<file path="src/hdl/mrsp_pkg.sv">
// Package for the MIDI running status parser.
// Holds the byte class codes, MIDI status constants and the result record.
// No dependencies.
package mrsp_pkg;

    typedef enum logic [3:0] {
        CLS_CHAN_STATUS    = 4'd0,
        CLS_DATA           = 4'd1,
        CLS_DATA_NO_STATUS = 4'd2,
        CLS_CLOCK          = 4'd3,
        CLS_SYS_COMMON     = 4'd4,
        CLS_SYSEX_BEGIN    = 4'd5,
        CLS_SYSEX_END      = 4'd6,
        CLS_OTHER_SYSTEM   = 4'd7,
        CLS_SYSEX_DATA     = 4'd8
    } byte_class_t;

    localparam logic [7:0] SYSTEM_NIBBLE = 8'hF0;
    localparam logic [7:0] SYSEX_START   = 8'hF0;
    localparam logic [7:0] SYSEX_STOP    = 8'hF7;
    localparam logic [7:0] MTC_QUARTER   = 8'hF1;
    localparam logic [7:0] SONG_POSITION = 8'hF2;
    localparam logic [7:0] SONG_SELECT   = 8'hF3;
    localparam logic [7:0] MIDI_CLOCK    = 8'hF8;
    localparam logic [7:0] MIDI_START    = 8'hFA;
    localparam logic [7:0] MIDI_CONTINUE = 8'hFB;
    localparam logic [7:0] MIDI_STOP     = 8'hFC;
    localparam logic [7:0] NOTE_OFF_HI   = 8'h80;
    localparam logic [7:0] NOTE_ON_HI    = 8'h90;
    localparam logic [7:0] PROG_CHG_HI   = 8'hC0;
    localparam logic [7:0] CHAN_PRESS_HI = 8'hD0;
    localparam logic [7:0] NO_STATUS     = 8'h00;

    typedef struct packed {
        logic [7:0]  out_byte;
        byte_class_t byte_class;
        logic [7:0]  running_status;
        logic        param_position;
        logic        note_key_byte;
        logic        message_complete;
        logic        sysex_active;
    } result_t;

endpackage

</file>
<file path="src/hdl/midi_running_status_parser.sv">
// MIDI running status parser, top level.
// Classifies each received MIDI byte and tracks running status and sysex state.
// Depends on mrsp_pkg.
//
// Usage: the input channel (in_valid, in_stall, rx_byte) takes one received
// MIDI byte per item. The output channel (out_valid, out_stall and the result
// fields) returns exactly one result item for each input item, in order.
// A byte is first captured in an input register; the classification logic
// then reads it together with the parser state, updates the state and loads
// the result register and sets out_valid, as soon as the result register is
// empty or the receiver does not stall. The block sustains one item per cycle
// while the receiver does not stall, set by the single pass from the input
// register through the classifier to the result register.
// When the receiver stalls, the result register holds its item and the input
// register can still take one more item; in_stall rises only when both are
// full. Reset clears the running status, the parameter counters, the sysex
// flag and both valid flags, so the block is empty and ready after reset.
module midi_running_status_parser
    import mrsp_pkg::*;
(
    input  logic       clk,
    input  logic       rst_n,
    input  logic       in_valid,
    output logic       in_stall,
    input  logic [7:0] rx_byte,
    output logic       out_valid,
    input  logic       out_stall,
    output logic [7:0] out_byte,
    output logic [3:0] byte_class,
    output logic [7:0] running_status_out,
    output logic       param_position,
    output logic       note_key_byte,
    output logic       message_complete,
    output logic       sysex_active
);

    logic        in_valid_reg;
    logic [7:0]  in_byte_reg;
    logic        out_valid_reg;
    result_t     result_reg;
    result_t     result_next;

    logic [7:0]  running_status_reg;
    logic [7:0]  running_status_next;
    logic [1:0]  params_needed_reg;
    logic [1:0]  params_needed_next;
    logic        params_received_reg;
    logic        params_received_next;
    logic        in_sysex_reg;
    logic        in_sysex_next;

    logic        stage_move;
    logic        in_accept;
    logic [7:0]  status_hi;
    logic [7:0]  byte_hi;
    logic [1:0]  next_count;

    assign stage_move = in_valid_reg && (!out_valid_reg || !out_stall);
    assign in_stall   = in_valid_reg && !stage_move;
    assign in_accept  = in_valid && !in_stall;

    assign byte_hi    = in_byte_reg & SYSTEM_NIBBLE;
    assign status_hi  = running_status_reg & SYSTEM_NIBBLE;
    assign next_count = {1'b0, params_received_reg} + 2'd1;

    always_comb
    begin
        running_status_next  = running_status_reg;
        params_needed_next   = params_needed_reg;
        params_received_next = params_received_reg;
        in_sysex_next        = in_sysex_reg;
        result_next.out_byte         = in_byte_reg;
        result_next.byte_class       = CLS_OTHER_SYSTEM;
        result_next.param_position   = 1'b0;
        result_next.note_key_byte    = 1'b0;
        result_next.message_complete = 1'b0;

        if (byte_hi == SYSTEM_NIBBLE)
        begin
            case (in_byte_reg) inside
                MIDI_CLOCK, MIDI_START, MIDI_CONTINUE, MIDI_STOP:
                begin
                    result_next.byte_class = CLS_CLOCK;
                end
                MTC_QUARTER, SONG_POSITION, SONG_SELECT:
                begin
                    result_next.byte_class = CLS_SYS_COMMON;
                    running_status_next    = in_byte_reg;
                    params_received_next   = 1'b0;
                    params_needed_next     = (in_byte_reg == SONG_POSITION) ? 2'd2 : 2'd1;
                    in_sysex_next          = 1'b0;
                end
                SYSEX_START:
                begin
                    result_next.byte_class = CLS_SYSEX_BEGIN;
                    in_sysex_next          = 1'b1;
                end
                SYSEX_STOP:
                begin
                    result_next.byte_class = CLS_SYSEX_END;
                    in_sysex_next          = 1'b0;
                end
                default:
                begin
                    result_next.byte_class = CLS_OTHER_SYSTEM;
                end
            endcase
        end
        else if (in_byte_reg[7])
        begin
            result_next.byte_class = CLS_CHAN_STATUS;
            in_sysex_next          = 1'b0;
            params_received_next   = 1'b0;
            running_status_next    = in_byte_reg;
            params_needed_next     = (byte_hi == PROG_CHG_HI || byte_hi == CHAN_PRESS_HI)
                                     ? 2'd1 : 2'd2;
        end
        else if (in_sysex_reg)
        begin
            result_next.byte_class = CLS_SYSEX_DATA;
        end
        else if (running_status_reg != NO_STATUS)
        begin
            result_next.byte_class     = CLS_DATA;
            result_next.param_position = params_received_reg;
            result_next.note_key_byte  = (status_hi == NOTE_OFF_HI || status_hi == NOTE_ON_HI)
                                         && !params_received_reg;
            if (next_count >= params_needed_reg)
            begin
                result_next.message_complete = 1'b1;
                params_received_next         = 1'b0;
            end
            else
            begin
                params_received_next = next_count[0];
            end
        end
        else
        begin
            result_next.byte_class = CLS_DATA_NO_STATUS;
        end

        result_next.running_status = running_status_next;
        result_next.sysex_active   = in_sysex_next;
    end

    always_ff @(posedge clk or negedge rst_n)
    begin
        if (!rst_n)
        begin
            in_valid_reg        <= 1'b0;
            out_valid_reg       <= 1'b0;
            running_status_reg  <= NO_STATUS;
            params_needed_reg   <= 2'd0;
            params_received_reg <= 1'b0;
            in_sysex_reg        <= 1'b0;
        end
        else
        begin
            if (in_accept)
            begin
                in_valid_reg <= 1'b1;
            end
            else if (stage_move)
            begin
                in_valid_reg <= 1'b0;
            end

            if (stage_move)
            begin
                out_valid_reg       <= 1'b1;
                running_status_reg  <= running_status_next;
                params_needed_reg   <= params_needed_next;
                params_received_reg <= params_received_next;
                in_sysex_reg        <= in_sysex_next;
            end
            else if (!out_stall)
            begin
                out_valid_reg <= 1'b0;
            end
        end
    end

    always_ff @(posedge clk)
    begin
        if (in_accept)
        begin
            in_byte_reg <= rx_byte;
        end
        if (stage_move)
        begin
            result_reg <= result_next;
        end
    end

    assign out_valid          = out_valid_reg;
    assign out_byte           = result_reg.out_byte;
    assign byte_class         = result_reg.byte_class;
    assign running_status_out = result_reg.running_status;
    assign param_position     = result_reg.param_position;
    assign note_key_byte      = result_reg.note_key_byte;
    assign message_complete   = result_reg.message_complete;
    assign sysex_active       = result_reg.sysex_active;

endmodule
</file>
<file path="config.mk">
export PLATFORM = sky130hd
export DESIGN_NAME = midi_running_status_parser
export DESIGN_NICKNAME = d
export VERILOG_FILES = /design/src/hdl/mrsp_pkg.sv /design/src/hdl/midi_running_status_parser.sv
export SDC_FILE = /design/constraint.sdc
export NUM_CORES = 1
export LEC_CHECK = 0
export ABC_CLOCK_PERIOD_IN_PS = 2500
export BUFFER_PORTS_ARGS = -buffer_cell sky130_fd_sc_hd__buf_2
export CORE_MARGIN = 4
export CORE_UTILIZATION = 54
export DETAILED_ROUTE_END_ITERATION = 8
export PLACE_DENSITY = 0.78
export SLEW_MARGIN = 20
export SYNTH_ARGS = -nofsm -noshare
export SYNTH_HDL_FRONTEND = slang
export SYNTH_SLANG_ARGS = --single-unit
</file>
<file path="constraint.sdc">
create_clock -name clk -period 2.5 [get_ports clk]
set_input_delay 0.125 -clock clk [delete_from_list [all_inputs] [get_ports clk]]
set_output_delay 0.125 -clock clk [all_outputs]
set_load 0.005 [all_outputs]
</file>
==> impl_metrics.ini <==
[clock_tree]
clk-insertion-delay-late_ns = 0.29
cts-root-buf = clkbuf_8
cts_resized = 0
clk_pin_slew_ns = 0.08
cts.path.max_buffers = 2
clock-sinks = 46
cts_buffers = 5
cts_tree = built
h-tree-depth = 2

[drt]
drtIter0Drc = 145
routed_wl_um = 3760
vias = 1369
antenna_left = 0
via_per_inst = 5.634
drtPass1Iterations = 4
avgRoutedWirePerCell_um = 15.47
remaining_drc_errors = 0

[timing]
rsz0062_at_grt = false
max_slew_margin_pct = 68.50
fin_crit_sh_pct = 69.87
min_period_ns = 1.747
fmax_ghz = 0.5725
finalSetupTns_ns = 0
tightest_slew_ns = 0.4666
drv_slew = 0
setup_viol = 0
finClkSkew_ns = 0.009924
finalHoldViolCount = 0

[floorplan]
ios = 38
die_width_um = 68.41
dieArea_um2 = 4680
coreArea_um2 = 3442
die_h_um = 68.41
core.rowCount = 21
start_util_pct = 57.25

[critical_path]
cp.arrival_ns = 1.79
required_ns = 2.54
r2r_slack_ns = 0.75
path_class = reg2reg
regToRegEndpoint = running_status_out[1]$_DFFE_PP_
r2r-start = in_byte_reg[0]$_DFFE_PP_
crit_path_max_fanout = 11
crit_path_end_kind = flip-flop
reg2reg_depth = 4
cp-start-kind = flip-flop

[logic_synthesis]
ys_async_sr_fraction_pct = 30.43
yosys.area_share.adder_pct = 1.270
muxShareOfSynthArea_pct = 3.365
synth_edf_count = 32
synth_compound_area_share_pct = 13.84
synth_fp_nets = 162
synth_cell_types = 42
synth_common_cells = 32 x edfxtp_1, 16 x nor2_1, 14 x dfrtp_1
synthSimpleGateAreaFrac_pct = 11.11
synth_sequential_area_ratio_pct = 66.54
yosysTopAreaCell = edfxtp_1
synthMostInstantiatedCell = edfxtp_1
synth_top_area_share_pct = 48.76
synth_top_family_by_area = compound AO/OA/AOI/OAI gates
netlist_area_um2 = 1971
synth_seq_cells = 46
synth_area_leaders = edfxtp_1 49%, dfrtp_1 18%, nor2_1 3.0%, mux2_2 2.9%, a21oi_1 2.3%
ys.flop_type = edfxtp_1
synthCells = 148
synth-xor-area-share_pct = 0
syn_area_per_cell_um2 = 13.32
yosysWarnings = 0

[finish]
fin_nets = 210
instances_no_fill = 243
final_core_util_pct = 67.98
areaGrowthSynthToFinish_pct = 18.73
diodes = 0
drive_gt1_share_pct = 27.92

[hold_path]
hp-start = rx_byte[7]
whs_endpoint = in_byte_reg[7]$_DFFE_PP_
hp-class = in2reg
holdPathStages = 1

[power]
vdd.ir_drop.worst_mv = 0.4578
power_density_nw_per_um2 = 713.0
p_leak_nw = 0.9602

[placed_design]
dp_hpwl_um = 2730
gp_congestion = 0.9290
io_buffers = 37
dp_cells = 228

[global_route]
grt_overflow = 0
grtUsageTotal_pct = 18.28
grt_pass1_wl_um = 6051
grt_max_degree = 30
grt_pass1_vias = 1254
antenna_found_initial = 0

[run]
drv_cap = 0

[status]
outcome = completed
-- per-layer routing --
layer | vias up | track usage (%) | wire length [µm]
met1 | 650 | 22.42 | 1438
met4 | 0 | 8.437 | 73
met5 | - | 0 | 0
li1 | 643 | - | -
met3 | 10 | 5.583 | 294
met2 | 66 | 29.44 | 1953
-- logic make-up (layout without fill, tap and decap cells) --
family                   Yosys count  count (layout)
AO/OA/AOI/OAI                     37              37
adder cells (fa/ha/maj)            2               2
buffers and inverters             15              64
flip-flops                        46              46
multiplexers                       6               6
AND/OR/NAND/NOR                   42              42
-- what timing repair did --
item | 4_1_cts | 5_1_grt
hold endpoints to repair | 18 | 2
buffers inserted | 0 | 0
setup endpoints to repair | 0 | 0
hold buffers | 5 | 2
-- where the power goes --
part	total (mW)	switching [mW]	internal, mW
sequential	0.986	0.0618	0.924
combinational	0.266	0.145	0.122
clock	0.416	0.217	0.199
-- critical path: stages, from the launching register on --
cell,delay [ns]
edfxtp_1,0.53
nor2_1,0.31
o31ai_4,0.11
nand2_1,0.18
mux2_2,0.36
-- worst max path at each step --
stage                             start                          endpoint  slack, ns
2_1_floorplan     out_valid$_DFFE_PN0P_  params_needed_reg[0]$_DFFE_PN0P_       0.47
3_3_place_gp   in_byte_reg[0]$_DFFE_PP_   running_status_out[1]$_DFFE_PP_       0.84
3_5_place_dp   in_byte_reg[0]$_DFFE_PP_   running_status_out[1]$_DFFE_PP_       0.80
4_1_cts        in_byte_reg[0]$_DFFE_PP_   running_status_out[1]$_DFFE_PP_       0.78
5_1_grt        in_byte_reg[0]$_DFFE_PP_   running_status_out[1]$_DFFE_PP_       0.66
6_report       in_byte_reg[0]$_DFFE_PP_   running_status_out[1]$_DFFE_PP_       0.75
-- cell type report --
class,count,area [µm²]
clock buffer,8,80.08
tap,46,57.56
multi-input combinational,87,583.1
inverter,10,37.54
fill,248,1102
sequential,46,1311
timing repair buffer,46,270.3
-- cells in the final DEF (no fill, tap or decap), types with 3 or more instances in the layout --
cell	synthesis	final
nand2b_1	4	4
clkbuf_8	0	5
buf_2	1	37
a21oi_1	9	9
dlygate4sd3_1	0	7
nor2_1	16	16
clkbuf_1	0	3
nand2_1	8	8
o2bb2ai_1	3	3
nand3_1	5	5
dfrtp_1	14	14
mux2_2	5	5
inv_1	10	10
edfxtp_1	32	32
o21ai_0	6	6
-- through the flow --
| step | instance area [µm²] | worst slack, ns | hold WS (ns) | power, mW |
|---|---|---|---|---|
| after floorplan | 1971 | 0.4724 | -0.1706 | 1.154 |
| after global placement | 2190 | 0.8444 | 0.03899 | 1.249 |
| after detailed placement | 2190 | 0.7982 | 0.04109 | 1.259 |
| after CTS | 2320 | 0.7757 | 0.004444 | 1.680 |
| after global routing | 2340 | 0.6645 | 0.0001933 | 1.761 |
| final | 2340 | 0.7534 | 0.01591 | 1.668 |
Note: power is estimated with default switching activity, not from simulation.
